--- src/rtl/stad_pkg.sv ---
`default_nettype none
package stad_pkg;

	localparam int EXT_W = 16;
	localparam int BASE_W = 32;
	localparam int INDEX_W = 48;
	localparam int PROD_W = 32;
	localparam int OFFSET_W = 34;
	localparam int Q1_BITS = 32;
	localparam int Q2_BITS = 16;

	localparam logic [1:0] ERR_OK = 2'd0;
	localparam logic [1:0] ERR_LOGICAL = 2'd1;
	localparam logic [1:0] ERR_COORD = 2'd2;
	localparam logic [1:0] ERR_SCALAR = 2'd3;

	localparam logic [2:0] REG_NUM_DIMS = 3'd0;
	localparam logic [2:0] REG_BASE_OFFSET = 3'd1;
	localparam logic [2:0] REG_EXTENT_0 = 3'd2;
	localparam logic [2:0] REG_EXTENT_1 = 3'd3;
	localparam logic [2:0] REG_EXTENT_2 = 3'd4;
	localparam logic [2:0] REG_STRIDE_0 = 3'd5;
	localparam logic [2:0] REG_STRIDE_1 = 3'd6;
	localparam logic [2:0] REG_STRIDE_2 = 3'd7;

	// The view seen from the innermost dimension outward. Unused outer
	// positions are padded with extent 1 and stride 0.
	typedef struct packed {
		logic [BASE_W-1:0] base;
		logic [EXT_W-1:0]  ext_in;
		logic [EXT_W-1:0]  ext_mid;
		logic [EXT_W-1:0]  ext_out;
		logic [EXT_W-1:0]  str_in;
		logic [EXT_W-1:0]  str_mid;
		logic [EXT_W-1:0]  str_out;
	} view_t;

	typedef struct packed {
		logic             cmd;
		logic [1:0]       err;
		logic [EXT_W-1:0] c_in;
		logic [EXT_W-1:0] c_mid;
		logic [EXT_W-1:0] c_out;
	} pass_t;

	function automatic view_t map_view(input logic [1:0] n, input logic [BASE_W-1:0] base,
			input logic [EXT_W-1:0] e0, input logic [EXT_W-1:0] e1,
			input logic [EXT_W-1:0] e2, input logic [EXT_W-1:0] s0,
			input logic [EXT_W-1:0] s1, input logic [EXT_W-1:0] s2);
		view_t v;
		v.base = base;
		unique case (n)
			2'd3: begin
				v.ext_in = e2; v.ext_mid = e1; v.ext_out = e0;
				v.str_in = s2; v.str_mid = s1; v.str_out = s0;
			end
			2'd2: begin
				v.ext_in = e1; v.ext_mid = e0; v.ext_out = EXT_W'(1);
				v.str_in = s1; v.str_mid = s0; v.str_out = '0;
			end
			2'd1: begin
				v.ext_in = e0; v.ext_mid = EXT_W'(1); v.ext_out = EXT_W'(1);
				v.str_in = s0; v.str_mid = '0; v.str_out = '0;
			end
			default: begin
				v.ext_in = EXT_W'(1); v.ext_mid = EXT_W'(1); v.ext_out = EXT_W'(1);
				v.str_in = '0; v.str_mid = '0; v.str_out = '0;
			end
		endcase
		return v;
	endfunction

endpackage
`default_nettype wire

--- src/rtl/stad_back.sv ---
`default_nettype none
module stad_back import stad_pkg::*; (
	input  wire logic                   clk,
	input  wire logic                   arst_n,
	input  wire logic                   en,
	input  wire logic                   in_valid,
	input  wire pass_t                  in_pass,
	input  wire logic [2*EXT_W-1:0]     div_word,
	input  wire view_t                  view,
	output logic                        out_valid,
	output logic [OFFSET_W-1:0]         flat_offset,
	output logic [1:0]                  error_code
);

	logic [EXT_W-1:0]    c_mid, c_out;
	logic                valid_s1, valid_s2;
	logic [PROD_W-1:0]   p_in_s1, p_mid_s1, p_out_s1;
	logic [1:0]          err_s1, err_s2;
	logic [OFFSET_W-1:0] off_s2;
	logic [OFFSET_W-1:0] sum;

	// For a logical index the two outer coordinates come out of the second
	// divider: remainder on top, quotient below.
	assign c_mid = in_pass.cmd ? in_pass.c_mid : div_word[2*EXT_W-1:EXT_W];
	assign c_out = in_pass.cmd ? in_pass.c_out : div_word[EXT_W-1:0];

	assign sum = OFFSET_W'(view.base) + OFFSET_W'(p_in_s1) + OFFSET_W'(p_mid_s1)
		+ OFFSET_W'(p_out_s1);

	always_ff @(posedge clk or negedge arst_n) begin
		if (!arst_n) begin
			valid_s1 <= 1'b0;
			valid_s2 <= 1'b0;
		end else if (en) begin
			valid_s1 <= in_valid;
			valid_s2 <= valid_s1;
		end
	end

	always_ff @(posedge clk) begin
		if (en) begin
			p_in_s1 <= in_pass.c_in * view.str_in;
			p_mid_s1 <= c_mid * view.str_mid;
			p_out_s1 <= c_out * view.str_out;
			err_s1 <= in_pass.err;
			off_s2 <= (err_s1 == ERR_OK) ? sum : '0;
			err_s2 <= err_s1;
		end
	end

	assign out_valid = valid_s2;
	assign flat_offset = off_s2;
	assign error_code = err_s2;

endmodule
`default_nettype wire

--- config.mk ---
export PLATFORM = sky130hd
export DESIGN_NAME = stad_back
export DESIGN_NICKNAME = d
export VERILOG_FILES = /design/src/rtl/stad_pkg.sv /design/src/rtl/stad_back.sv
export SDC_FILE = /design/constraint.sdc
export NUM_CORES = 2
export LEC_CHECK = 0
export BUFFER_PORTS_ARGS = -buffer_cell sky130_fd_sc_hd__buf_4
export CAP_MARGIN = 0
export CORE_ASPECT_RATIO = 0.5
export CORE_MARGIN = 2
export CORE_UTILIZATION = 28
export DETAILED_ROUTE_END_ITERATION = 6
export GPL_ROUTABILITY_DRIVEN = 0
export SYNTH_ARGS = -nofsm -noshare
export SYNTH_HDL_FRONTEND = slang
export SYNTH_SLANG_ARGS = --single-unit
--- constraint.sdc ---
create_clock -name clk -period 8.9 [get_ports clk]
set_input_delay 1.78 -clock clk [delete_from_list [all_inputs] [get_ports clk]]
set_output_delay 1.78 -clock clk [all_outputs]
set_load 0.1 [all_outputs]
# Word-level counts from Yosys, hierarchy flattened
# Cells that the tools add are included.
# word_totals
reg_bits	136
latchBits	0
ram_bits	0
romBits	0
inputBits	215
out_inout_bits	37
elab_cells	17
n_memories	0
# op_classes
add_sub_neg	3
multipliers	3
n_div	0
order_cmp	0
eq_ne	0
shift	0
n_mux	2
bitwise_logic	0
reduce_logical	1
# op_table
operator	n
16-bit by 16-bit multiplier with 32-bit output	3
33-bit by 32-bit adder with 34-bit output	1
34-bit by 32-bit adder with 34-bit output	1
32-bit by 32-bit adder with 33-bit output	1
16-bit 2-to-1 mux	2
2-bit zero test	1

# Longest topological paths before layout
# depth
ltp_word	3
depth_mapped	27
mapped_depth_nobuf	23

# Worst setup path after synthesis
# Ideal clock, no wire load.
# synth_path
path_type	in2reg
start	in in_pass[50] (netlist name)
end	reg p_mid_s1[29], data pin
setup_ns	0.262
arrival_time_ns	8.087
t_required_ns	8.638
path_slack_ns	0.552
cell_stages	25
path_buffers	3
cell_sequence	clkbuf_1 > buf_1 > mux2_2 > clkbuf_1 > and2_1 > fa_1 > inv_1 > fa_1 > fa_1 > fa_1 > inv_1 > fa_1 > inv_1 > fa_1 > inv_1 > ha_1 > nand4_1 > nor3_1 > o32a_1 > a31o_2 > a31oi_1 > o21ai_1 > a21oi_1 > o21ai_1 > xor2_1
# synth_via
elab_chain_cells	2
# synth_lines
element	line	rtl
from (decl)	stad_back.sv:7	input wire pass_t in_pass,
16-bit 2-to-1 mux	stad_back.sv:24	assign c_mid = in_pass.cmd ? in_pass.c_mid : div_word[2*EXT_W-1:EXT_W];
16-bit by 16-bit multiplier with 32-bit output	stad_back.sv:43	p_mid_s1 <= c_mid * view.str_mid;
to (signal assigned)	stad_back.sv:43	
to (decl)	stad_back.sv:17	logic [PROD_W-1:0] p_in_s1, p_mid_s1, p_out_s1;
# No other way between the ends.
# A chain may end at the register's enable or synchronous reset.

# Worst setup path after layout
# layout_path
start	in in_pass[50] (netlist name)
end	reg p_out_s1[29], data pin
# layout_via
elab_chain_cells	2
# layout_lines
element	line	rtl
16-bit 2-to-1 mux	stad_back.sv:25	assign c_out = in_pass.cmd ? in_pass.c_out : div_word[EXT_W-1:0];
16-bit by 16-bit multiplier with 32-bit output	stad_back.sv:44	p_out_s1 <= c_out * view.str_out;
to (signal assigned)	stad_back.sv:44	
to (decl)	stad_back.sv:17	
# No other way between the ends.

==> flow_summary.ini <==
[run_status]
status = complete, no violations

[sta]
setup-tns-final_ps = 0
slew_viol_final = 0
rsz0062_at_grt = no
finalHoldViolCount = 0
skew_ps = 10.5
fmax_mhz = 118
slew_headroom_pct = 40.4
fin_crit_sh_pct = 95.5
finalSetupViolations = 0
worstMarginPinSlew_ps = 894
min_period_ps = 8500

[routing]
dr_wl_met2_um = 41000
drt_iter0_markers = 1479
ant_nets = 0
drc = 0
routedWlPerCell_um = 16.9
drt-met1-wl_um = 37600
drt_wl_total_um = 86400
drt_pass1_iterations = 6
viasPerCell = 4.60
met3_length_um = 4310
vias = 23600
routed.top_layer = met5

[min_path]
min_path_type = reg2reg
whs_path_depth = 0

[yosys]
synth_area_sq_um = 32800
netlist_top_cells_area = fa_1 (39%), ha_1 (13%), edfxtp_1 (12%)
synth_async_sr_flop_share_pct = 1.47
postSynthAreaPerCell_sq_um = 9.63
synthCells = 3409
ys_seq_area_share_pct = 12.4
synth_edf_count = 134
syn-num-nets = 4615
synth_cell_types = 66
ys_seq_elements = 136
synth_top_area_share_pct = 39.4
synth-main-ff-cell = edfxtp_1
yosys_warnings = 0
synth_top_cell_by_area = fa_1

[floorplan]
die_h_um = 246
die-area_sq_um = 120000
core_region_area_sq_um = 116000
rows = 88
initial_core_util_pct = 28.3
die_width_um = 488
io_pins = 252

[clock_tree]
htreeDepth = 4
insertion_delay_ps = 430
cts_resized = 0
cts_tree = done
clk_path_buf_depth = 2
cts.sinks = 136
cts_root_buf = clkbuf_16
hold_buffers = 0
cts_buffers = 17
clk_pin_slew_worst_paths_ps = 60
post_cts_buffers = 0

[global_routing]
first_global_vias = 25700
grt.total_usage_pct = 14.8
grt_max_degree = 72
grt-ovfl-total = 0
grt_first_pass_wirelength_um = 140000
antenna_found_initial = 3

[cells_and_area]
multi_input_area_sq_um = 25700
fin_util_pct = 31.7
fill_cells = 12000
drive_gt1_share_pct = 8.60
regArea_sq_um = 4070
syn2layout_area_growth_pct = 11.7
final_common_cell = inv_1
final_nets = 4738
mostFrequentLayoutCells = inv_1 (690), fa_1 (646), nand2_1 (433)

[setup_path]
setup.worst_path.class = in2reg
crit_arrival_ps = 8660
endpoint_kind = flip-flop
path_max_fanout = 21
start_kind = input pin
r2r_cells = 14
cp.required_ps = 9060

[flow_run]
cap_violations = 0

[placed_design]
port_buffers = 203
dp_hpwl_um = 70000
==> Yosys cell counts (all sizes together), types with 4 or more instances <==
cell type,number
a2111oi,4
a211oi,6
a21boi,4
a21o,68
a21oi,112
a221oi,6
a31o,8
a31oi,12
and2,392
and3,13
buf,5
clkbuf,116
edfxtp,134
fa,646
ha,345
inv,690
mux2,34
nand2,433
nand2b,5
nand3,20
nand4,23
nor2,70
nor2b,8
nor3,10
o21a,9
o21ai,54
o21bai,18
o31ai,5
or2,6
xnor2,72
xor2,38
==> logic make-up after synthesis <==
group,Yosys count,share of synthesized area (%)
AOI/OAI and AO/OA,339,6.74
muxes,34,1.17
adders and majority gates,991,52.5
DFF,136,12.4
buffers and inverters,811,9.27
and+or+nand+nor,988,14.9
xor gates and xnor gates,110,2.93
==> layer usage <==
layer  vias up  track usage (%)
met5         -                0
met4         4             6.03
met3       132             1.94
met2       650             24.9
met1     12000             19.2
li1      10800                -
==> final timing paths <==
path | endpoint | slack (ps) | from
worst max register to register | flat_offset[31] | 4510 | p_in_s1[1]
worst min register to register | error_code[0] | 480 | err_s1[0]
max in group asynchronous | valid_s1 | 7700 | arst_n
worst max-delay path | p_out_s1[29] | 400 | in_pass[50]
worst min-delay path | error_code[0] | 480 | err_s1[0]
min in group asynchronous | out_valid | 1120 | arst_n
==> per-stage QoR <==
stage / instance area [sq um] / setup slack, ps / hold slack (ps) / std cells
after floorplan: 32800 / 552 / 443 / 3409
after global placement: 36000 / 75.2 / 450 / 5088
after detailed placement: 36000 / -33.6 / 464 / 5088
after CTS: 36700 / 410 / 479 / 5120
after global routing: 36700 / 28.7 / 484 / 5120
final: 36700 / 399 / 476 / 5121
==> sequential cells by signal (all words and copies together), names as in the netlist <==
name	cells
p_mid_s1	32
valid_s1	1
p_in_s1	32
flat_offset	34
out_valid	1
err_s1	2
error_code	2
p_out_s1	32
==> worst max-delay path, stage by stage <==
cell      delay [ps]
buf_4            270
buf_4            220
mux2_2           510
and2_1           240
fa_1             500
inv_1             50
fa_1             460
fa_1             500
fa_1             550
inv_1             60
fa_1             490
inv_1             60
fa_1             510
inv_1             50
ha_1             360
and3_1           230
o211a_1          110
a21oi_1          340
o21ai_1          180
a221oi_1         460
o21ai_1          210
o311ai_1         550
==> cell type report <==
| class | instances | share of cell area, % |
|---|---|---|
| Multi-Input combinational cell | 2462 | 70.1 |
| Sequential cell | 136 | 11.1 |
| Inverter | 690 | 7.06 |
| Tap cell | 1575 | 5.37 |
| Timing Repair Buffer | 225 | 4.62 |
| Clock buffer | 18 | 1.17 |
| Clock inverter | 14 | 0.573 |
| Antenna cell | 1 | 0.00682 |
Power is left out: the tool's default activity adds up to more than one toggle a clock period on the data nets, which glitch-free logic cannot reach.
