**config.mk**
```make
export PLATFORM = sky130hd
export DESIGN_NAME = stad_front
export DESIGN_NICKNAME = d
export VERILOG_FILES = /design/src/rtl/stad_pkg.sv /design/src/rtl/stad_front.sv
export SDC_FILE = /design/constraint.sdc
export NUM_CORES = 2
export LEC_CHECK = 0
export BUFFER_PORTS_ARGS = -buffer_cell sky130_fd_sc_hd__buf_2
export CAP_MARGIN = 15
export CORE_MARGIN = 3
export CORE_UTILIZATION = 40
export CTS_CLUSTER_DIAMETER = 60
export DETAILED_ROUTE_END_ITERATION = 16
export GPL_ROUTABILITY_DRIVEN = 0
export SLEW_MARGIN = 0
export SYNTH_ARGS = -nofsm -noshare
export SYNTH_HDL_FRONTEND = slang
export SYNTH_SLANG_ARGS = --single-unit
```
**constraint.sdc**
```tcl
create_clock -name clk -period 18.79 [get_ports clk]
set_input_delay 0.9395 -clock clk [delete_from_list [all_inputs] [get_ports clk]]
set_output_delay 0.9395 -clock clk [all_outputs]
set_load 0.01 [all_outputs]
```
**src/rtl/stad_pkg.sv**
```systemverilog
`default_nettype none
package stad_pkg;

	localparam int EXT_W = 16;
	localparam int BASE_W = 32;
	localparam int INDEX_W = 48;
	localparam int PROD_W = 32;
	localparam int OFFSET_W = 34;
	localparam int Q1_BITS = 32;
	localparam int Q2_BITS = 16;

	localparam logic [1:0] ERR_OK = 2'd0;
	localparam logic [1:0] ERR_LOGICAL = 2'd1;
	localparam logic [1:0] ERR_COORD = 2'd2;
	localparam logic [1:0] ERR_SCALAR = 2'd3;

	localparam logic [2:0] REG_NUM_DIMS = 3'd0;
	localparam logic [2:0] REG_BASE_OFFSET = 3'd1;
	localparam logic [2:0] REG_EXTENT_0 = 3'd2;
	localparam logic [2:0] REG_EXTENT_1 = 3'd3;
	localparam logic [2:0] REG_EXTENT_2 = 3'd4;
	localparam logic [2:0] REG_STRIDE_0 = 3'd5;
	localparam logic [2:0] REG_STRIDE_1 = 3'd6;
	localparam logic [2:0] REG_STRIDE_2 = 3'd7;

	// The view seen from the innermost dimension outward. Unused outer
	// positions are padded with extent 1 and stride 0.
	typedef struct packed {
		logic [BASE_W-1:0] base;
		logic [EXT_W-1:0]  ext_in;
		logic [EXT_W-1:0]  ext_mid;
		logic [EXT_W-1:0]  ext_out;
		logic [EXT_W-1:0]  str_in;
		logic [EXT_W-1:0]  str_mid;
		logic [EXT_W-1:0]  str_out;
	} view_t;

	typedef struct packed {
		logic             cmd;
		logic [1:0]       err;
		logic [EXT_W-1:0] c_in;
		logic [EXT_W-1:0] c_mid;
		logic [EXT_W-1:0] c_out;
	} pass_t;

	function automatic view_t map_view(input logic [1:0] n, input logic [BASE_W-1:0] base,
			input logic [EXT_W-1:0] e0, input logic [EXT_W-1:0] e1,
			input logic [EXT_W-1:0] e2, input logic [EXT_W-1:0] s0,
			input logic [EXT_W-1:0] s1, input logic [EXT_W-1:0] s2);
		view_t v;
		v.base = base;
		unique case (n)
			2'd3: begin
				v.ext_in = e2; v.ext_mid = e1; v.ext_out = e0;
				v.str_in = s2; v.str_mid = s1; v.str_out = s0;
			end
			2'd2: begin
				v.ext_in = e1; v.ext_mid = e0; v.ext_out = EXT_W'(1);
				v.str_in = s1; v.str_mid = s0; v.str_out = '0;
			end
			2'd1: begin
				v.ext_in = e0; v.ext_mid = EXT_W'(1); v.ext_out = EXT_W'(1);
				v.str_in = s0; v.str_mid = '0; v.str_out = '0;
			end
			default: begin
				v.ext_in = EXT_W'(1); v.ext_mid = EXT_W'(1); v.ext_out = EXT_W'(1);
				v.str_in = '0; v.str_mid = '0; v.str_out = '0;
			end
		endcase
		return v;
	endfunction

endpackage
`default_nettype wire

```
**src/rtl/stad_front.sv**
```systemverilog
`default_nettype none
module stad_front import stad_pkg::*; (
	input  wire logic               clk,
	input  wire logic               arst_n,
	input  wire logic               en,
	input  wire logic               in_valid,
	input  wire logic               cmd,
	input  wire logic [INDEX_W-1:0] logical_index,
	input  wire logic [EXT_W-1:0]   coord_0,
	input  wire logic [EXT_W-1:0]   coord_1,
	input  wire logic [EXT_W-1:0]   coord_2,
	input  wire logic [1:0]         n_act,
	input  wire view_t              view,
	output logic                    out_valid,
	output logic [INDEX_W-1:0]      out_index,
	output pass_t                   out_pass
);

	logic               valid_s1, valid_s2, valid_s3;
	logic               cmd_s1;
	logic [INDEX_W-1:0] li_s1, li_s2, li_s3;
	logic [EXT_W-1:0]   c0_s1, c1_s1, c2_s1;
	pass_t              pass_s2, pass_s3;
	pass_t              pass_n;
	pass_t              pass3_n;
	logic [PROD_W-1:0]  part_q;
	logic [INDEX_W-1:0] count_q;
	logic [1:0]         err3;

	// Element count follows the configuration through the registers part_q and
	// count_q; it is first used by an item in its third stage.
	always_ff @(posedge clk) begin
		part_q <= view.ext_in * view.ext_mid;
		count_q <= INDEX_W'(part_q) * INDEX_W'(view.ext_out);
	end

	always_comb begin
		pass_n.cmd = cmd_s1;
		unique case (n_act)
			2'd3: begin
				pass_n.c_in = c2_s1; pass_n.c_mid = c1_s1; pass_n.c_out = c0_s1;
			end
			2'd2: begin
				pass_n.c_in = c1_s1; pass_n.c_mid = c0_s1; pass_n.c_out = '0;
			end
			2'd1: begin
				pass_n.c_in = c0_s1; pass_n.c_mid = '0; pass_n.c_out = '0;
			end
			default: begin
				pass_n.c_in = '0; pass_n.c_mid = '0; pass_n.c_out = '0;
			end
		endcase
		if (!cmd_s1) begin
			pass_n.err = ERR_OK;
		end else if (n_act == 2'd0) begin
			pass_n.err = ERR_SCALAR;
		end else if (pass_n.c_in >= view.ext_in || pass_n.c_mid >= view.ext_mid
				|| pass_n.c_out >= view.ext_out) begin
			pass_n.err = ERR_COORD;
		end else begin
			pass_n.err = ERR_OK;
		end
	end

	assign err3 = pass_s2.cmd ? pass_s2.err : ((li_s2 >= count_q) ? ERR_LOGICAL : ERR_OK);

	always_comb begin
		pass3_n = pass_s2;
		pass3_n.err = err3;
	end

	always_ff @(posedge clk or negedge arst_n) begin
		if (!arst_n) begin
			valid_s1 <= 1'b0;
			valid_s2 <= 1'b0;
			valid_s3 <= 1'b0;
		end else if (en) begin
			valid_s1 <= in_valid;
			valid_s2 <= valid_s1;
			valid_s3 <= valid_s2;
		end
	end

	always_ff @(posedge clk) begin
		if (en) begin
			cmd_s1 <= cmd;
			li_s1 <= logical_index;
			c0_s1 <= coord_0;
			c1_s1 <= coord_1;
			c2_s1 <= coord_2;
			li_s2 <= li_s1;
			pass_s2 <= pass_n;
			li_s3 <= li_s2;
			pass_s3 <= pass3_n;
		end
	end

	assign out_valid = valid_s3;
	assign out_index = li_s3;
	assign out_pass = pass_s3;

endmodule
`default_nettype wire

```
# After elaboration in Yosys (flattened, before gate mapping)
# Cells that the tools add are included.
[word_totals]
register_bits = 378
[op_classes]
mul = 2
n_lt_le_gt_ge = 4
n_eq_ne = 3
n_mux = 5
n_reduce_logical = 3
[ops]
columns = ["cell", "n"]
rows = [
  ["48-bit case mux with 3 select lines", 1],
  ["16-bit >= comparator", 3],
  ["48-bit >= comparator", 1],
  ["32-bit by 16-bit multiplier with 48-bit output", 1],
  ["16-bit by 16-bit multiplier with 32-bit output", 1],
  ["2-bit two-way mux", 3],
  ["2-bit == test, second input constant", 2],
  ["2-bit by 1-bit == test with 1-bit output, second input constant", 1],
  ["2-bit zero test", 1],
  ["1-bit logical OR", 2],
  ["1-bit two-way mux", 1],
]

# Longest topological paths before layout
[logic_depth]
ltp_word = 7
mapped_depth = 25

# Least setup slack after synthesis
# No wires, ideal clock.
[synth_path]
kind = "input -> register"
start = "in view[55] in the netlist's numbering"
end = "reg count_q[46]"
setup_ns = 0.127
arrival_ns = 6.454
required_time_ns = 18.663
setup_slack_ns = 12.209
path_stages = 23
path_buffers = 1
cell_sequence = "clkbuf_1 nand2_1 fa_1 inv_1 fa_1 inv_1 fa_1 inv_1 fa_1 fa_1 inv_1 fa_1 inv_1 ha_1 a21oi_1 o21ai_0 a221o_1 a31oi_1 o221ai_1 a21o_1 a211oi_2 o21ai_0 xor2_1"
[synth_via]
elab_chain_cells = 1
[synth_lines]
columns = ["element", "line_no", "rtl"]
rows = [
  ["from (decl)", "stad_front.sv:13", "input wire view_t view,"],
  ["32-bit by 16-bit multiplier with 48-bit output", "stad_front.sv:34", "count_q <= INDEX_W'(part_q) * INDEX_W'(view.ext_out);"],
  ["to (signal assigned)", "stad_front.sv:34", ""],
  ["to (decl)", "stad_front.sv:27", "logic [INDEX_W-1:0] count_q;"],
]
# No other way between the ends.
# A chain may end at the register's enable or synchronous reset.

# Worst setup path in the final report
[layout_path]
start = "in view[49] in the netlist's numbering"
end = "reg count_q[46]"
# Same word-level chain as after synthesis.

==> flow_summary.ini <==
[run_status]
run_status = complete, no violations

[worst_setup_path]
critPathMaxFanout = 33
critical_path_required_ns = 19.30
cp-end-kind = flip-flop
crit_type = input port to flip-flop
startpoint_type = input port
cp.arrival_ns = 7.74

[global_route]
grt-ovfl-total = 0
grt_pass1_vias = 26500
track_usage_pct = 19.5
top_usage_layer = met2
met2_usage_pct = 31.1
grt_max_degree = 115
grt_use_met1_pct = 26.7
grt_pass1_wl_mm = 148
antenna_found_initial = 6
use_met3_pct = 4.64

[finish]
final_cell_mix = inv_1, fa_1, nand2_1, ha_1, edfxtp_1
seq_area_sq_um = 10500
finalInstanceArea_sq_um = 42000
layout_commonest_cell = inv_1
syn2layout_area_growth_pct = 10.5
nets = 4978
multi_input_area_sq_um = 24000
fill_cells = 9019
n_antenna_cell = 0
drive_gt1_share_pct = 9.97

[floorplan]
die_w_um = 314
start_util_pct = 40.5
dieArea_sq_um = 98900
rows = 112
die_y_um = 314
core_area_sq_um = 93900
pin_count = 331

[clocking]
post_cts_buffers = 0
clockRootBuffer = clkbuf_16
clock_sinks = 378
clkTransAtPathRegs_ns = 0.06
cts_tree = built
hold_buffers = 0
insertion_delay_ns = 0.63
cts_buffer_depth = 3
htreeDepth = 2
cts_resized = 0
cts_buffers = 46

[routing]
first_pass_iters = 5
drc_errors = 0
avgViaCountPerCell = 4.97
dr.first_iter.drc_count = 1568
wl_mm = 94.5
vias = 25400
ant_nets = 0
wl_per_cell_um = 18.5

[sta]
fin_crit_sh_pct = 38.5
setup_viol = 0
rsz0062_at_grt = no
tightest_slew_ns = 1.02
maxSlewHeadroom_pct = 32.0
tns_ns = 0
hold_viol = 0
slew_violations = 0
fmax_mhz = 138
fin_crit_ns = 7.23
skew_ns = 0.0411

[yosys]
ys_seq_elements = 378
synth.yosys.seq_area_share_pct = 27.7
ys_dominant_reg_cell = edfxtp_1
synth_fp_nets = 4805
synth_edf_count = 295
yosysWarnings = 0
async_flop_share_pct = 0.794
synth.avg_cell_area_sq_um = 10.4
syn_area_sq_um = 38100
synthDistinctLibCells = 77
postSynthCellCount = 3642

[job]
maxCapViolCount = 0

[hold_path]
hp-class = input port to async pin

[place]
hpwlAfterDp_mm = 70.0
dpl_cell_area_sq_um = 40400
portBuffers = 250
==> stage by stage <==
step	util [%]	setup slack [ns]	hold WS [ns]	instances
floorplan	-	12.21	0.400	3642
global placement	43.1	10.88	0.400	5021
detailed placement	43.1	10.85	0.405	5021
CTS	44.8	11.55	0.0853	5107
global route	44.8	11.24	0.101	5107
finish	44.8	11.56	0.137	5107
==> layer usage <==
metal  share of wire [%]  wire, um  vias to the layer above
met3                 7.8      7390                      149
li1                    -         -                    11700
met4                 2.3      2190                        8
met1                  44     41300                    12700
met5               0.053        50                        -
met2                  46     43500                      828
==> synth_stat cells, drive strengths merged, types with 3 or more instances <==
master,instances,area [sq um]
nor3,17,85.1
a21oi,99,518
o211ai,7,52.6
a211o,3,26.3
nor2,95,357
a221oi,3,38.8
o21bai,11,82.6
a21o,60,453
o21ai,43,223
a22o,15,131
o21a,9,67.6
a31oi,7,43.8
mux2i,16,160
a21boi,5,41.3
edfxtp,295,8860
buf,3,13.8
fa,612,12300
nand3,19,95.1
clkbuf,135,507
xnor2,48,420
nand2b,9,56.3
a2111oi,4,85.1
xor2,25,219
o31ai,6,50.1
a211oi,6,50.1
and2,235,1470
dfrtp,3,75.1
o2111ai,3,26.3
inv,778,2920
nand4,26,163
nor2b,24,150
dfxtp,80,1600
nand2,532,2000
mux2,20,225
ha,320,4000
nor4,3,18.8
and3,27,170
or3,4,25.0
clkinv,4,15.0
==> area by class of cell <==
type | count | area share, %
multi-input cells | 2343 | 57.2
flip-flops and latches | 378 | 25.1
inverters | 782 | 6.98
well taps | 1254 | 3.73
repair buffers | 264 | 3.25
clock buffers | 56 | 2.85
clock inverters | 30 | 0.949
==> critical path, stage by stage <==
cell,delay [ns]
buf_2,0.66
nand2_1,0.18
fa_1,0.55
fa_1,0.54
fa_1,0.52
inv_1,0.05
fa_1,0.48
fa_1,0.49
inv_1,0.05
fa_1,0.48
inv_1,0.05
ha_1,0.43
nand2_1,0.15
o32ai_1,0.08
a211o_1,0.23
a21oi_1,0.50
o221ai_1,0.34
a21o_1,0.32
a211oi_2,0.34
o21ai_0,0.18
xor2_1,0.16
==> registers in the layout (all words and copies together) (netlist names), 2 cells and up <==
signal     cells
count_q       48
pass_s2        2
part_q        32
c1_s1         16
pass3_n       49
out_index     48
out_pass      51
c2_s1         16
li_s1         48
c0_s1         16
li_s2         48
==> final timing paths <==
path                            startpoint           to  slack, ns  cells past startpoint
worst max-delay path              view[49]  count_q[46]      11.56                     21
worst min-delay path                arst_n     valid_s1       0.14                      1
worst max register to register  part_q[10]  count_q[46]      11.68                     20
worst min register to register  pass3_n[3]  out_pass[3]       0.41                      0
max in group asynchronous           arst_n     valid_s2      18.55                      1
min in group clk                pass3_n[3]  out_pass[3]       0.41                      0
==> cell families after synthesis <==
kind of cell,synth area share [%]
AOI/OAI and AO/OA,5.56
xor gates and xnor gates,1.68
adders and majority gates,42.7
buffers and inverters,9.17
DFF,27.7
muxes,1.01
and+or+nand+nor,12.2
Power is not shown: default switching activity piles up to over one toggle a cycle in this logic, so the estimate is an artifact.
