### config.mk
export PLATFORM = sky130hd
export DESIGN_NAME = stad_div_step
export DESIGN_NICKNAME = d
export VERILOG_FILES = /design/src/rtl/stad_pkg.sv /design/src/rtl/stad_div_step.sv
export SDC_FILE = /design/constraint.sdc
export NUM_CORES = 1
export LEC_CHECK = 0
export BUFFER_PORTS_ARGS = -buffer_cell sky130_fd_sc_hd__buf_2
export CELL_PAD_IN_SITES_DETAIL_PLACEMENT = 0
export CELL_PAD_IN_SITES_GLOBAL_PLACEMENT = 2
export CORE_UTILIZATION = 29
export DETAILED_ROUTE_END_ITERATION = 10
export PLACE_DENSITY_LB_ADDON = 0.1
export SETUP_SLACK_MARGIN = 0.15
export SLEW_MARGIN = 5
export SYNTH_ARGS = -nofsm -noshare
export SYNTH_HDL_FRONTEND = slang
export SYNTH_SLANG_ARGS = --single-unit
### constraint.sdc
create_clock -name clk -period 0.8 [get_ports clk]
set_input_delay 0.16 -clock clk [delete_from_list [all_inputs] [get_ports clk]]
set_output_delay 0.16 -clock clk [all_outputs]
set_load 0.01 [all_outputs]
### src/rtl/stad_pkg.sv
`default_nettype none
package stad_pkg;

	localparam int EXT_W = 16;
	localparam int BASE_W = 32;
	localparam int INDEX_W = 48;
	localparam int PROD_W = 32;
	localparam int OFFSET_W = 34;
	localparam int Q1_BITS = 32;
	localparam int Q2_BITS = 16;

	localparam logic [1:0] ERR_OK = 2'd0;
	localparam logic [1:0] ERR_LOGICAL = 2'd1;
	localparam logic [1:0] ERR_COORD = 2'd2;
	localparam logic [1:0] ERR_SCALAR = 2'd3;

	localparam logic [2:0] REG_NUM_DIMS = 3'd0;
	localparam logic [2:0] REG_BASE_OFFSET = 3'd1;
	localparam logic [2:0] REG_EXTENT_0 = 3'd2;
	localparam logic [2:0] REG_EXTENT_1 = 3'd3;
	localparam logic [2:0] REG_EXTENT_2 = 3'd4;
	localparam logic [2:0] REG_STRIDE_0 = 3'd5;
	localparam logic [2:0] REG_STRIDE_1 = 3'd6;
	localparam logic [2:0] REG_STRIDE_2 = 3'd7;

	// The view seen from the innermost dimension outward. Unused outer
	// positions are padded with extent 1 and stride 0.
	typedef struct packed {
		logic [BASE_W-1:0] base;
		logic [EXT_W-1:0]  ext_in;
		logic [EXT_W-1:0]  ext_mid;
		logic [EXT_W-1:0]  ext_out;
		logic [EXT_W-1:0]  str_in;
		logic [EXT_W-1:0]  str_mid;
		logic [EXT_W-1:0]  str_out;
	} view_t;

	typedef struct packed {
		logic             cmd;
		logic [1:0]       err;
		logic [EXT_W-1:0] c_in;
		logic [EXT_W-1:0] c_mid;
		logic [EXT_W-1:0] c_out;
	} pass_t;

	function automatic view_t map_view(input logic [1:0] n, input logic [BASE_W-1:0] base,
			input logic [EXT_W-1:0] e0, input logic [EXT_W-1:0] e1,
			input logic [EXT_W-1:0] e2, input logic [EXT_W-1:0] s0,
			input logic [EXT_W-1:0] s1, input logic [EXT_W-1:0] s2);
		view_t v;
		v.base = base;
		unique case (n)
			2'd3: begin
				v.ext_in = e2; v.ext_mid = e1; v.ext_out = e0;
				v.str_in = s2; v.str_mid = s1; v.str_out = s0;
			end
			2'd2: begin
				v.ext_in = e1; v.ext_mid = e0; v.ext_out = EXT_W'(1);
				v.str_in = s1; v.str_mid = s0; v.str_out = '0;
			end
			2'd1: begin
				v.ext_in = e0; v.ext_mid = EXT_W'(1); v.ext_out = EXT_W'(1);
				v.str_in = s0; v.str_mid = '0; v.str_out = '0;
			end
			default: begin
				v.ext_in = EXT_W'(1); v.ext_mid = EXT_W'(1); v.ext_out = EXT_W'(1);
				v.str_in = '0; v.str_mid = '0; v.str_out = '0;
			end
		endcase
		return v;
	endfunction

endpackage
`default_nettype wire

### src/rtl/stad_div_step.sv
`default_nettype none
module stad_div_step import stad_pkg::*; #(
	parameter int K = 32
) (
	input  wire logic                 clk,
	input  wire logic                 arst_n,
	input  wire logic                 en,
	input  wire logic                 in_valid,
	input  wire logic [EXT_W+K-1:0]   in_word,
	input  wire pass_t                in_pass,
	input  wire logic [EXT_W-1:0]     divisor,
	output logic                      out_valid,
	output logic [EXT_W+K-1:0]        out_word,
	output pass_t                     out_pass
);

	// The word holds the partial remainder on top and the dividend bits still
	// to be consumed below; quotient bits shift in at the bottom.
	logic [EXT_W:0]   trial;
	logic [EXT_W:0]   diff;
	logic             take;
	logic [EXT_W-1:0] rem_n;
	logic             valid_s1;
	logic [EXT_W+K-1:0] word_s1;
	pass_t            pass_s1;

	assign trial = {in_word[EXT_W+K-1:K], in_word[K-1]};
	assign diff = trial - {1'b0, divisor};
	assign take = trial >= {1'b0, divisor};
	assign rem_n = take ? diff[EXT_W-1:0] : trial[EXT_W-1:0];

	always_ff @(posedge clk or negedge arst_n) begin
		if (!arst_n) begin
			valid_s1 <= 1'b0;
		end else if (en) begin
			valid_s1 <= in_valid;
		end
	end

	always_ff @(posedge clk) begin
		if (en) begin
			word_s1 <= {rem_n, in_word[K-2:0], take};
			pass_s1 <= in_pass;
		end
	end

	assign out_valid = valid_s1;
	assign out_word = word_s1;
	assign out_pass = pass_s1;

endmodule
`default_nettype wire

* Word level (Yosys, flattened, before mapping)
Index checks and enable logic that the tools add are counted.
Word-level totals: bits in registers 100, bits of input ports 119, output and inout port bits 100, logic and storage cells 10
Operators by class: $add $sub $neg 1, order comparisons 1, multiplexer cells 1
Operators by type and width (count):
- $ge A17 B16 Y1 | 1
- $mux W16 | 1
- $sub A16 B16 Y16 | 1

* Depth between registers and ports, before layout
Gate-level depths: netlist (run 1).
depth after elaboration 2, gate-level depth with buffers 11, mapped depth without buffers 9

* Worst setup path after synthesis (run 1)
OpenSTA, ideal clock, no wires.
path kind input to register, start point input port divisor[14], end point register word_s1[37] (netlist: out_word[37]) (data pin), library setup time 0.260 ns, arrival 2.082 ns, required time 0.540 ns, path slack -1.543 ns, stages on the path 11, path buffers 2, cell sequence inv_1 > ha_1 > buf_6 > a21o_1 > a211o_1 > a41o_1 > a31oi_4 > o21a_4 > inv_4 > buf_12 > mux2_4
Between the ends: longest elaborated chain between the ends 2
Ends and longest elaborated chain:
- from (decl) | line stad_div_step.sv:11 | input wire logic [EXT_W-1:0] divisor,
- $ge A17 B16 Y1 | line stad_div_step.sv:29 | assign take = trial >= {1'b0, divisor};
- named net take | line stad_div_step.sv:21 | logic take;
- $mux W16 | line stad_div_step.sv:30 | assign rem_n = take ? diff[EXT_W-1:0] : trial[EXT_W-1:0];
- named net rem_n[5] | line stad_div_step.sv:22 | logic [EXT_W-1:0] rem_n;
- to (signal assigned) | line stad_div_step.sv:42 | word_s1 <= {rem_n, in_word[K-2:0], take};
- to (decl) | line stad_div_step.sv:24 | logic [EXT_W+K-1:0] word_s1;
The timed path passes the listed nets, and every way through them passes these cells. A chain may end at the register's enable or synchronous reset.

* Worst setup path in the final report (run 1)
start point input port divisor[14], end point register word_s1[37] (netlist: out_word[37]) (data pin)
Between the ends: longest elaborated chain between the ends 2
Ends and longest elaborated chain (line):
- $ge A17 B16 Y1 | stad_div_step.sv:29
- $mux W16 | stad_div_step.sv:30
- named net rem_n[5] | stad_div_step.sv:22
The timed path passes the listed nets, and every way through them passes these cells.

==> results of run 1 <==
[cell type report]
cell class	instances	area (um^2)
Clock inverter	7	51.30
Fill cell	1310	7291
Timing Repair Buffer	285	1703
Clock buffer	9	225.2
Tap cell	180	225.2
Inverter	25	128.9
Sequential cell	100	2998
Multi-Input combinational cell	126	1304
Timing Repair inverter	1	8.758
[cell usage after synthesis, drive strengths merged (2+ instances only)]
| cell type | count | area, um^2 |
|---|---|---|
| a21o | 3 | 22.52 |
| nand3 | 3 | 15.01 |
| a21oi | 10 | 50.05 |
| xnor2 | 8 | 70.07 |
| a211oi | 2 | 15.01 |
| mux2i | 3 | 30.03 |
| edfxtp | 99 | 2973 |
| nand4 | 3 | 18.77 |
| buf | 2 | 31.28 |
| clkbuf | 4 | 15.01 |
| and3 | 2 | 12.51 |
| a211o | 2 | 17.52 |
| o21ai | 9 | 45.04 |
| inv | 25 | 96.35 |
| ha | 16 | 200.2 |
| nor2 | 9 | 33.78 |
| xor2 | 4 | 35.03 |
| o21bai | 4 | 30.03 |
| o21a | 2 | 22.52 |
| a41o | 2 | 20.02 |
| mux2 | 13 | 176.4 |
| a31oi | 4 | 40.04 |
| nand2 | 13 | 48.80 |
[cell families after synthesis]
group / synth area share (%)
flops: 71.82
compound gates: 7.824
simple gates: 4.197
buf+inv: 3.417
fa+ha+maj: 5.276
mux: 4.946
xor+xnor: 2.518
[per-stage QoR]
stage          cells  setup slack, ns  cell area [um^2]  power [uW]  hold WS (ns)
6_report         733           -1.049              6644       13360      -0.01896
5_1_grt          733           -1.078              6644       14000      -0.03208
4_1_cts          725           -1.028              6464       13420      -0.03661
3_5_place_dp     704           -1.557              6027        9117      -0.06432
3_3_place_gp     704           -1.518              6027        9081      -0.06570
2_1_floorplan    257           -1.416              4327        7766       -0.1356
[power by group]
part / leakage [uW] / internal [uW] / switching, uW
clock network: 0.000129 / 2130 / 1960
registers: 0.000981 / 6320 / 108
logic: 0.00186 / 1510 / 1330
[final timing paths]
kind,depth (start not counted),slack (ns),endpoint
setup / recovery,10,-1.05,out_word[37]
hold reg to reg,1,0.51,out_valid
setup reg to reg,1,0.06,out_valid
max in group asynchronous,2,0.61,out_valid
hold / removal,1,-0.02,out_pass[19]
min in group asynchronous,2,0.11,out_valid
[what timing repair did]
action,in CTS,in global routing
endpoints found under the setup margin,118,118
gates resized for setup,26,28
cloned,1,0
buffers inserted,3,8
pin swaps,8,15
endpoints found under the hold margin,83,82
[per-layer routing]
metal  vias to the layer above  wire [um]  track usage [%]
met5                         -          0                0
met4                         0        199            6.404
met3                        13        842            4.026
met2                       121       5482            24.19
met1                      1553       4705            17.71
li1                       1554          -                -
[registers in the layout, indices dropped and copies added (netlist names)]
signal,flops
out_word,48
out_valid,1
out_pass,51
[cells in the final DEF, fill, tap and decap left out, types with 3 or more instances in the layout]
| master | instances |
|---|---|
| sky130_fd_sc_hd__nor2_1 | 9 |
| sky130_fd_sc_hd__a21oi_1 | 8 |
| sky130_fd_sc_hd__a21o_1 | 3 |
| sky130_fd_sc_hd__nand2_1 | 13 |
| sky130_fd_sc_hd__mux2i_1 | 3 |
| sky130_fd_sc_hd__buf_6 | 11 |
| sky130_fd_sc_hd__xor2_1 | 4 |
| sky130_fd_sc_hd__o21ai_0 | 5 |
| sky130_fd_sc_hd__inv_2 | 3 |
| sky130_fd_sc_hd__ha_4 | 11 |
| sky130_fd_sc_hd__buf_4 | 61 |
| sky130_fd_sc_hd__edfxtp_1 | 99 |
| sky130_fd_sc_hd__xnor2_1 | 8 |
| sky130_fd_sc_hd__clkbuf_16 | 9 |
| sky130_fd_sc_hd__nand4_1 | 3 |
| sky130_fd_sc_hd__mux2_4 | 11 |
| sky130_fd_sc_hd__inv_1 | 18 |
| sky130_fd_sc_hd__o21bai_1 | 3 |
| sky130_fd_sc_hd__buf_2 | 208 |
| sky130_fd_sc_hd__ha_1 | 3 |
==> out/results.md, run 1 <==
| Parameter | Value | Unit |
| --- | --- | --- |
| Maximum resistive drop on vdd | 961.0 | uV |
| Number of max-slew violations in the final report | 0 | - |
| Failing checks | negative hold slack, negative setup slack | - |
| Cell class contributing the biggest share of worst-path delay | compound AO/OA/AOI/OAI gates | - |
| WP data arrival | 1.95 | ns |
| Worst Setup End Kind | flip-flop | - |
| Peak clock frequency supported by timing | 0.5408 | GHz |
| Wire length of the first global-routing pass | 16,020 | um |
| Largest fanout on the critical path | 7 | - |
| Layout Area Growth over Synthesis | 59.17 | % |
| HPWL Detailed | 8793 | um |
| Syn_area_per_cell | 16.24 | um^2 |
| Maximum clock skew at final layout | 0 | ns |
| List of cells traversed by the critical path | buf_8 -> inv_12 -> ha_4 -> a21o_1 -> a211o_1 -> a41o_1 -> a31oi_4 -> o21a_4 -> inv_8 -> mux2_4 | - |
| Worst-path clk slew | 0.07 | ns |
| Die footprint | 14,880 | um^2 |
| Data required, critical path | 0.90 | ns |
| Number of antenna violations at the first check in global routing | 0 | - |
| Share of the cycle needed by the critical path after routing | 231.1 | % |
| Initial core utilization | 29.95 | % |
| Ratio of total power to cell area | 2011 | nW/um^2 |
| Pin count of the biggest net entering global routing | 25 | - |
| Worst setup SP type | input port | - |
| Predominant post-synthesis flop cell | sky130_fd_sc_hd__edfxtp_1 | - |
| Final hold violation count | 73 | - |
| Unrepaired setup endpoints after global routing | yes | - |
| Count of distinct cell types in the synthesized netlist | 44 | - |
| CTS tree | built | - |
| Layout cells sized above 1 | 63.47 | % |
| Number of hold-repair buffers added at the cts stage | 1 | - |
| Type of the worst setup path | in2reg | - |
| Count of flip-flops with a built-in enable after synthesis | 99 | - |
| Highest cell delay on the worst timing path | 0.29 | ns |
| Final hold slack | -0.01896 | ns |
| Clock sinks | 100 | - |
| Htree depth | 3 | - |
| Max-capacitance violation count | 0 | - |
| Final net count | 684 | - |
| Cell count after synthesis | 257 | - |
| Source-to-sink clock delay at the later pin of the worst-skew pair | 0.35 | ns |
| Buffer levels on the longest clock path | 2 | - |
| Warnings, synthesis | 0 | - |
| Post-DRT Antenna Nets | 0 | - |
| HP Start | in_pass[19] | - |
| Cell at the root of the clock tree | sky130_fd_sc_hd__clkbuf_16 | - |
| Sequential cell area fraction in the yosys report | 71.82 | % |
| Post-route core utilization | 47.68 | % |
| Detailed-route wire length | 11,230 | um |
| Critical Path Slowest Stage Cell | sky130_fd_sc_hd__mux2_4 | - |
| Worst-case setup margin in the final layout | -1.049 | ns |
| DRT iter0 DRCs | 143 | - |
| Die height | 122.0 | um |
| Inserted Diodes | 0 | - |
| TNS Setup | -37.98 | ns |
| Cell Area, Synth | 4174 | um^2 |
| Synthesis-stage register bit count | 100 | - |
| Number of buffers added by the clock tree synthesis step | 9 | - |
| R2r startpoint | out_valid | - |
| Area inside the core boundary | 13,930 | um^2 |
| Worst Setup SP | divisor[14] | - |
| Vias in the first global route | 3,076 | - |
| Slew headroom | 78.35 | % |
| Outcome | finished, violations left | - |
| Final setup violation count | 117 | - |
| Lkg Pwr | 0.002965 | uW |
| Async S/R FF share, synth | 1.000 | % |
| Die span in x | 122.0 | um |
| Aggregate global-route resource usage | 14.61 | % |
| DRC | 0 | - |
| Total congestion overflow after global routing | 0 | - |
| Hold crit path type | in2reg | - |
| Top Ports | 219 | - |
| Routed wirelength normalized by instance count | 15.32 | um |
| Count of input and output buffers | 218 | - |
| Drt via density | 4.422 | - |
| Net count after synthesis | 393 | - |
| Critical path buffer and inverter count | 3 | - |
| Clock period minus final worst setup slack | 1.849 | ns |
| First-pass iteration count of the detailed router | 4 | - |
| Number of vias in the routed layout | 3,241 | - |
| GPL Wtd Cong | 0.7576 | - |
| Row cnt | 43 | - |
| Worst-margin pin slew | 0.3213 | ns |
No activity file was read; power rests on OpenSTA's default activity.
==> run 2: changes to the inputs <==
PLACE_DENSITY = 0.8   (was not set)
PLACE_DENSITY_LB_ADDON = not set   (was 0.1)
==> run 2 against run 1 <==
The run still ends with negative hold slack, negative setup slack left; via count shrank 1.7%; fmax is 0.34% lower; sequential power hardly changed; sequential cell count unchanged; utilization decreased by 0.86 points; clock power grew 7.6%; global-route usage grew 0.91 points; setup slack lost 0.0063 ns; total power is 1.5% higher; wire length is 6.1% higher; largest power group unchanged.
==> out/results.md, run 2 (synthesis results as in run 1) <==
| Parameter | Value | Unit |
| --- | --- | --- |
| Lkg Pwr | 0.002906 | uW |
| Clock period minus final worst setup slack | 1.855 | ns |
| Final setup violation count | 117 | - |
| Post-route core utilization | 46.82 | % |
| Worst-margin pin slew | 0.3698 | ns |
| Buffer levels on the longest clock path | 2 | - |
| Worst-case setup margin in the final layout | -1.055 | ns |
| R2r startpoint | out_valid | - |
| Maximum clock skew at final layout | 0 | ns |
| Layout cells sized above 1 | 62.15 | % |
| GPL Wtd Cong | 0.8429 | - |
| Final-layout fill cell count | 1,290 | - |
| Final hold slack | -0.009284 | ns |
| Number of buffers added by the clock tree synthesis step | 9 | - |
| Max-capacitance violation count | 0 | - |
| Row cnt | 43 | - |
| Flip-flop count of the largest register, all copies and words added | 51 | - |
| Initial core utilization | 29.95 | % |
| Number of hold-repair buffers added at the cts stage | 1 | - |
| Die height | 122.0 | um |
| Share of the cycle needed by the critical path after routing | 231.9 | % |
| Highest cell delay on the worst timing path | 0.29 | ns |
| Number of vias in the routed layout | 3,186 | - |
| Clock sinks | 100 | - |
| Slew headroom | 75.20 | % |
| Count of input and output buffers | 218 | - |
| Routed wirelength normalized by instance count | 16.58 | um |
| Maximum resistive drop on vdd | 1017 | uV |
| Htree depth | 3 | - |
| Type of the worst setup path | in2reg | - |
| Cell at the root of the clock tree | sky130_fd_sc_hd__clkbuf_16 | - |
| HP Start | in_pass[26] | - |
| Final design area excluding fillers | 6524 | um^2 |
| Most common cell after layout, fill and taps aside | sky130_fd_sc_hd__buf_2 | - |
| Largest fanout on the critical path | 7 | - |
| Layout Area Growth over Synthesis | 56.30 | % |
| Data required, critical path | 0.89 | ns |
| Final hold violation count | 12 | - |
| Inserted Diodes | 0 | - |
| Most frequent cells in the layout | sky130_fd_sc_hd__buf_2, sky130_fd_sc_hd__edfxtp_1, sky130_fd_sc_hd__buf_4 | - |
| Total area of multi-input combinational cells | 1262 | um^2 |
| Aggregate global-route resource usage | 15.52 | % |
| Worst setup SP type | input port | - |
| Unrepaired setup endpoints after global routing | yes | - |
| HPWL Detailed | 9501 | um |
| Top Ports | 219 | - |
| CTS tree | built | - |
| Final net count | 670 | - |
| Worst Setup SP | divisor[14] | - |
| Hold crit path type | in2reg | - |
| Total Power Consumption | 13,560 | uW |
| First-pass iteration count of the detailed router | 4 | - |
| Placed cell area | 5987 | um^2 |
| Failing checks | negative hold slack, negative setup slack | - |
| Critical path buffer and inverter count | 3 | - |
| Pin count of the biggest net entering global routing | 41 | - |
| Cell class contributing the biggest share of worst-path delay | compound AO/OA/AOI/OAI gates | - |
| Number of max-slew violations in the final report | 0 | - |
| Area inside the core boundary | 13,930 | um^2 |
| Number of antenna violations at the first check in global routing | 0 | - |
| Die footprint | 14,880 | um^2 |
| TNS Setup | -37.10 | ns |
| Source-to-sink clock delay at the later pin of the worst-skew pair | 0.33 | ns |
| Peak clock frequency supported by timing | 0.5390 | GHz |
| Post-DRT Antenna Nets | 0 | - |
| List of cells traversed by the critical path | buf_8 -> inv_12 -> ha_4 -> a21o_1 -> a211o_1 -> a41o_1 -> a31oi_4 -> o21a_4 -> inv_8 -> mux2_4 | - |
| Worst-path clk slew | 0.07 | ns |
| Ratio of total power to cell area | 2079 | nW/um^2 |
| Wire length of the first global-routing pass | 17,050 | um |
| Critical Path Slowest Stage Cell | sky130_fd_sc_hd__mux2_4 | - |
| Detailed-route wire length | 11,920 | um |
| Worst Setup End Kind | flip-flop | - |
| Die span in x | 122.0 | um |
| DRT iter0 DRCs | 246 | - |
| DRC | 0 | - |
| Vias in the first global route | 3,048 | - |
| Drt via density | 4.431 | - |
| Register cell area after layout | 2998 | um^2 |
| Total congestion overflow after global routing | 0 | - |
| WP data arrival | 1.94 | ns |
| Outcome | finished, violations left | - |
## run 2: final cells by class
type,count,area share (%)
timing repair buffer,271,24.53
clock buffer,10,3.510
timing repair inverter,1,0.1343
tap,180,3.452
sequential,100,45.95
multi-input combinational,126,19.35
inverter,25,1.975
clock inverter,6,1.093
## run 2: routing by layer
metal	GRT usage, %	vias up	share of wire, %
li1	-	1523	-
met1	17.99	1529	40
met2	28.46	127	53
met3	3.324	7	7.0
met4	4.398	0	0.67
met5	0	-	0
## run 2: worst paths after layout
check	to	slack, ns	cells past startpoint
worst max register to register	out_valid	0.07	1
worst max-delay path	out_word[44]	-1.06	10
worst min-delay path	out_pass[26]	-0.009	1
max in group asynchronous	out_valid	0.56	2
worst min register to register	out_valid	0.50	1
min in group asynchronous	out_valid	0.15	2
## run 2: power by group
group	switching, uW	leakage (uW)	internal, uW
Sequential	106	0.000981	6320
Clock	1940	0.000147	2460
Combinational	1330	0.00178	1410
## run 2: repair_timing
action / 4_1_cts / 5_1_grt
pin swaps: 15 / 4
setup buffers: 3 / 1
gates resized for setup: 33 / 13
setup endpoints to repair: 118 / 118
hold endpoints to repair: 74 / 73
cloned: 1 / 0
## run 2: per-stage QoR
| step | worst slack, ns | hold WS [ns] | instances |
|---|---|---|---|
| floorplan | -1.416 | -0.1356 | 257 |
| global placement | -1.496 | -0.06479 | 697 |
| detailed placement | -1.528 | -0.05995 | 697 |
| CTS | -1.033 | -0.02293 | 718 |
| global route | -1.089 | -0.02352 | 719 |
| finish | -1.055 | -0.009284 | 719 |
==> run 3: changes to the inputs <==
CAP_MARGIN = 15   (was not set)
CORE_UTILIZATION = 30   (was 29)
CTS_BUF_LIST = sky130_fd_sc_hd__clkbuf_4   (was not set)
PLACE_DENSITY = 0.82   (was 0.8)
==> run 3 against run 2 <==
The run still ends with negative hold slack, negative setup slack left; global-route usage grew 2.6 points; critical path depth did not move; register-to-register slack worse by 0.03 ns; non-clock buffer count grew 98; via count is 11% higher; clock-buffer cell count fell by 1; wire length increased by 8.7%; design area rose by 12%; setup slack better by 0.15 ns; hold slack lost 0.059 ns.
==> out/results.md, run 3 (synthesis results as in run 1) <==
| Parameter | Value | Unit |
| --- | --- | --- |
| Outcome | finished, violations left | - |
| Failing checks | negative hold slack, negative setup slack | - |
| Final net count | 768 | - |
| Hold crit path type | in2reg | - |
| Post-DRT Antenna Nets | 0 | - |
| Final hold violation count | 5 | - |
| Peak clock frequency supported by timing | 0.5856 | GHz |
| Die footprint | 14,390 | um^2 |
| Max-capacitance violation count | 0 | - |
| Maximum clock skew at final layout | 0 | ns |
| Relative contribution of the clock network to total power | 23.8 | % |
| Layout cells sized above 1 | 55.26 | % |
| First-pass iteration count of the detailed router | 4 | - |
| Detailed-route wire length | 12,960 | um |
| Pin count of the biggest net entering global routing | 29 | - |
| Total congestion overflow after global routing | 0 | - |
| Routed wirelength normalized by instance count | 15.92 | um |
| Clock sinks | 100 | - |
| Combinational fraction of design power | 25.0 | % |
| Final-layout fill cell count | 1,119 | - |
| Worst Setup End Kind | flip-flop | - |
| Buffer levels on the longest clock path | 2 | - |
| Vias in the first global route | 3,636 | - |
| Number of buffers added by the clock tree synthesis step | 9 | - |
| Top Ports | 219 | - |
| Worst-path clk slew | 0.16 | ns |
| Lkg Pwr | 0.003260 | uW |
| Die height | 120.0 | um |
| Flip-flop count of the largest register, all copies and words added | 51 | - |
| Area inside the core boundary | 13,400 | um^2 |
| Clock period minus final worst setup slack | 1.708 | ns |
| Unrepaired setup endpoints after global routing | yes | - |
| Count of input and output buffers | 218 | - |
| Number of max-slew violations in the final report | 0 | - |
| Die span in x | 120.0 | um |
| Final hold slack | -0.06824 | ns |
| Cell at the root of the clock tree | sky130_fd_sc_hd__clkbuf_4 | - |
| DRC | 0 | - |
| Share of the cycle needed by the critical path after routing | 213.5 | % |
| Type of the worst setup path | in2reg | - |
| HPWL Detailed | 9559 | um |
| Number of hold-repair buffers added at the cts stage | 84 | - |
| WP data arrival | 1.93 | ns |
| Row cnt | 42 | - |
| Largest fanout on the critical path | 7 | - |
| Maximum resistive drop on vdd | 781.1 | uV |
| Source-to-sink clock delay at the later pin of the worst-skew pair | 0.45 | ns |
| Data required, critical path | 1.02 | ns |
| Worst-case setup margin in the final layout | -0.9077 | ns |
| Layout Area Growth over Synthesis | 75.15 | % |
| Total Power Consumption | 12,570 | uW |
| Worst setup SP type | input port | - |
| TNS Setup | -50.41 | ns |
| Htree depth | 3 | - |
| GPL Wtd Cong | 0.8307 | - |
| Most frequent cells in the layout | sky130_fd_sc_hd__buf_2, sky130_fd_sc_hd__edfxtp_1, sky130_fd_sc_hd__dlygate4sd3_1 | - |
| Slew headroom | 77.34 | % |
| Aggregate global-route resource usage | 18.16 | % |
| Initial core utilization | 31.15 | % |
| Ratio of total power to cell area | 1719 | nW/um^2 |
| Drt via density | 4.361 | - |
| Wire length of the first global-routing pass | 19,580 | um |
| DRT iter0 DRCs | 181 | - |
| Switching power of the nets | 3464 | uW |
| Most common cell after layout, fill and taps aside | sky130_fd_sc_hd__buf_2 | - |
| Final setup violation count | 117 | - |
| Switching part of the total power | 27.56 | % |
| Number of antenna violations at the first check in global routing | 3 | - |
| Sequential power share | 51.1 | % |
| CTS tree | built | - |
| Number of vias in the routed layout | 3,550 | - |
| Worst-margin pin slew | 0.3364 | ns |
| Internal power of the cells | 9106 | uW |
==> run 3: final cells by class <==
class	instances	area [um^2]	share of cell area, %
clock buffers	9	67.56	0.9242
repair buffers	369	2530	34.61
well taps	176	220.2	3.012
clock inverters	7	102.6	1.403
flip-flops and latches	100	2998	41.01
inverters	25	126.4	1.729
diodes	1	2.502	0.03423
repair inverters	1	6.256	0.08557
multi-input cells	126	1257	17.20
==> run 3: final timing paths <==
check                            startpoint  cells past startpoint  slack [ns]           end
worst max-delay path            divisor[14]                     10       -0.91  out_word[41]
worst min-delay path               in_valid                      2       -0.07     out_valid
worst max register to register    out_valid                      1        0.04     out_valid
worst min register to register    out_valid                      1        0.54     out_valid
max in group asynchronous            arst_n                      3        0.18     out_valid
min in group asynchronous            arst_n                      3        0.52     out_valid
==> run 3: critical path, cell delays in order <==
cell                      delay, ns
sky130_fd_sc_hd__buf_8         0.09
sky130_fd_sc_hd__inv_12        0.03
sky130_fd_sc_hd__ha_4          0.22
sky130_fd_sc_hd__a21o_1        0.15
sky130_fd_sc_hd__a211o_1       0.27
sky130_fd_sc_hd__a41o_1        0.25
sky130_fd_sc_hd__a31oi_4       0.17
sky130_fd_sc_hd__o21a_4        0.22
sky130_fd_sc_hd__inv_8         0.07
sky130_fd_sc_hd__mux2_4        0.29
==> run 3: timing repair <==
item / 4_1_cts / 5_1_grt
endpoints found under the hold margin: 92 / 8
gates resized for setup: 14 / 30
setup endpoints to repair: 118 / 118
cloned: 1 / 0
pin swaps: 7 / 10
buffers inserted: 3 / 4
==> run 3: power groups by stage <==
stage / Combinational (uW) / Clock, uW / Sequential, uW
2_1_floorplan: 934 / 0 / 6830
3_3_place_gp: 2580 / 0 / 6530
3_5_place_dp: 2620 / 0 / 6550
4_1_cts: 3060 / 3110 / 6430
5_1_grt: 3410 / 3290 / 6470
6_report: 3150 / 2990 / 6430
==> run 3: stage by stage <==
stage                     setup slack [ns]  cells  hold WS [ns]  utilization (%)  cell area [um^2]
after floorplan                     -1.416    257       -0.1356                -              4327
after global placement              -1.496    705      -0.06235            45.22              6060
after detailed placement            -1.556    705      -0.06131            45.22              6060
after CTS                          -0.8716    809       -0.1048            53.45              7162
after global routing               -0.9343    814      -0.09464            54.56              7311
final                              -0.9077    814      -0.06824            54.56              7311
==> run 3: layer usage <==
layer	wire [um]	track usage [%]	share of wire [%]
met2	6828	33.23	53
met1	5019	20.77	39
met3	894	4.420	6.9
met5	29	0	0.22
met4	185	5.234	1.4
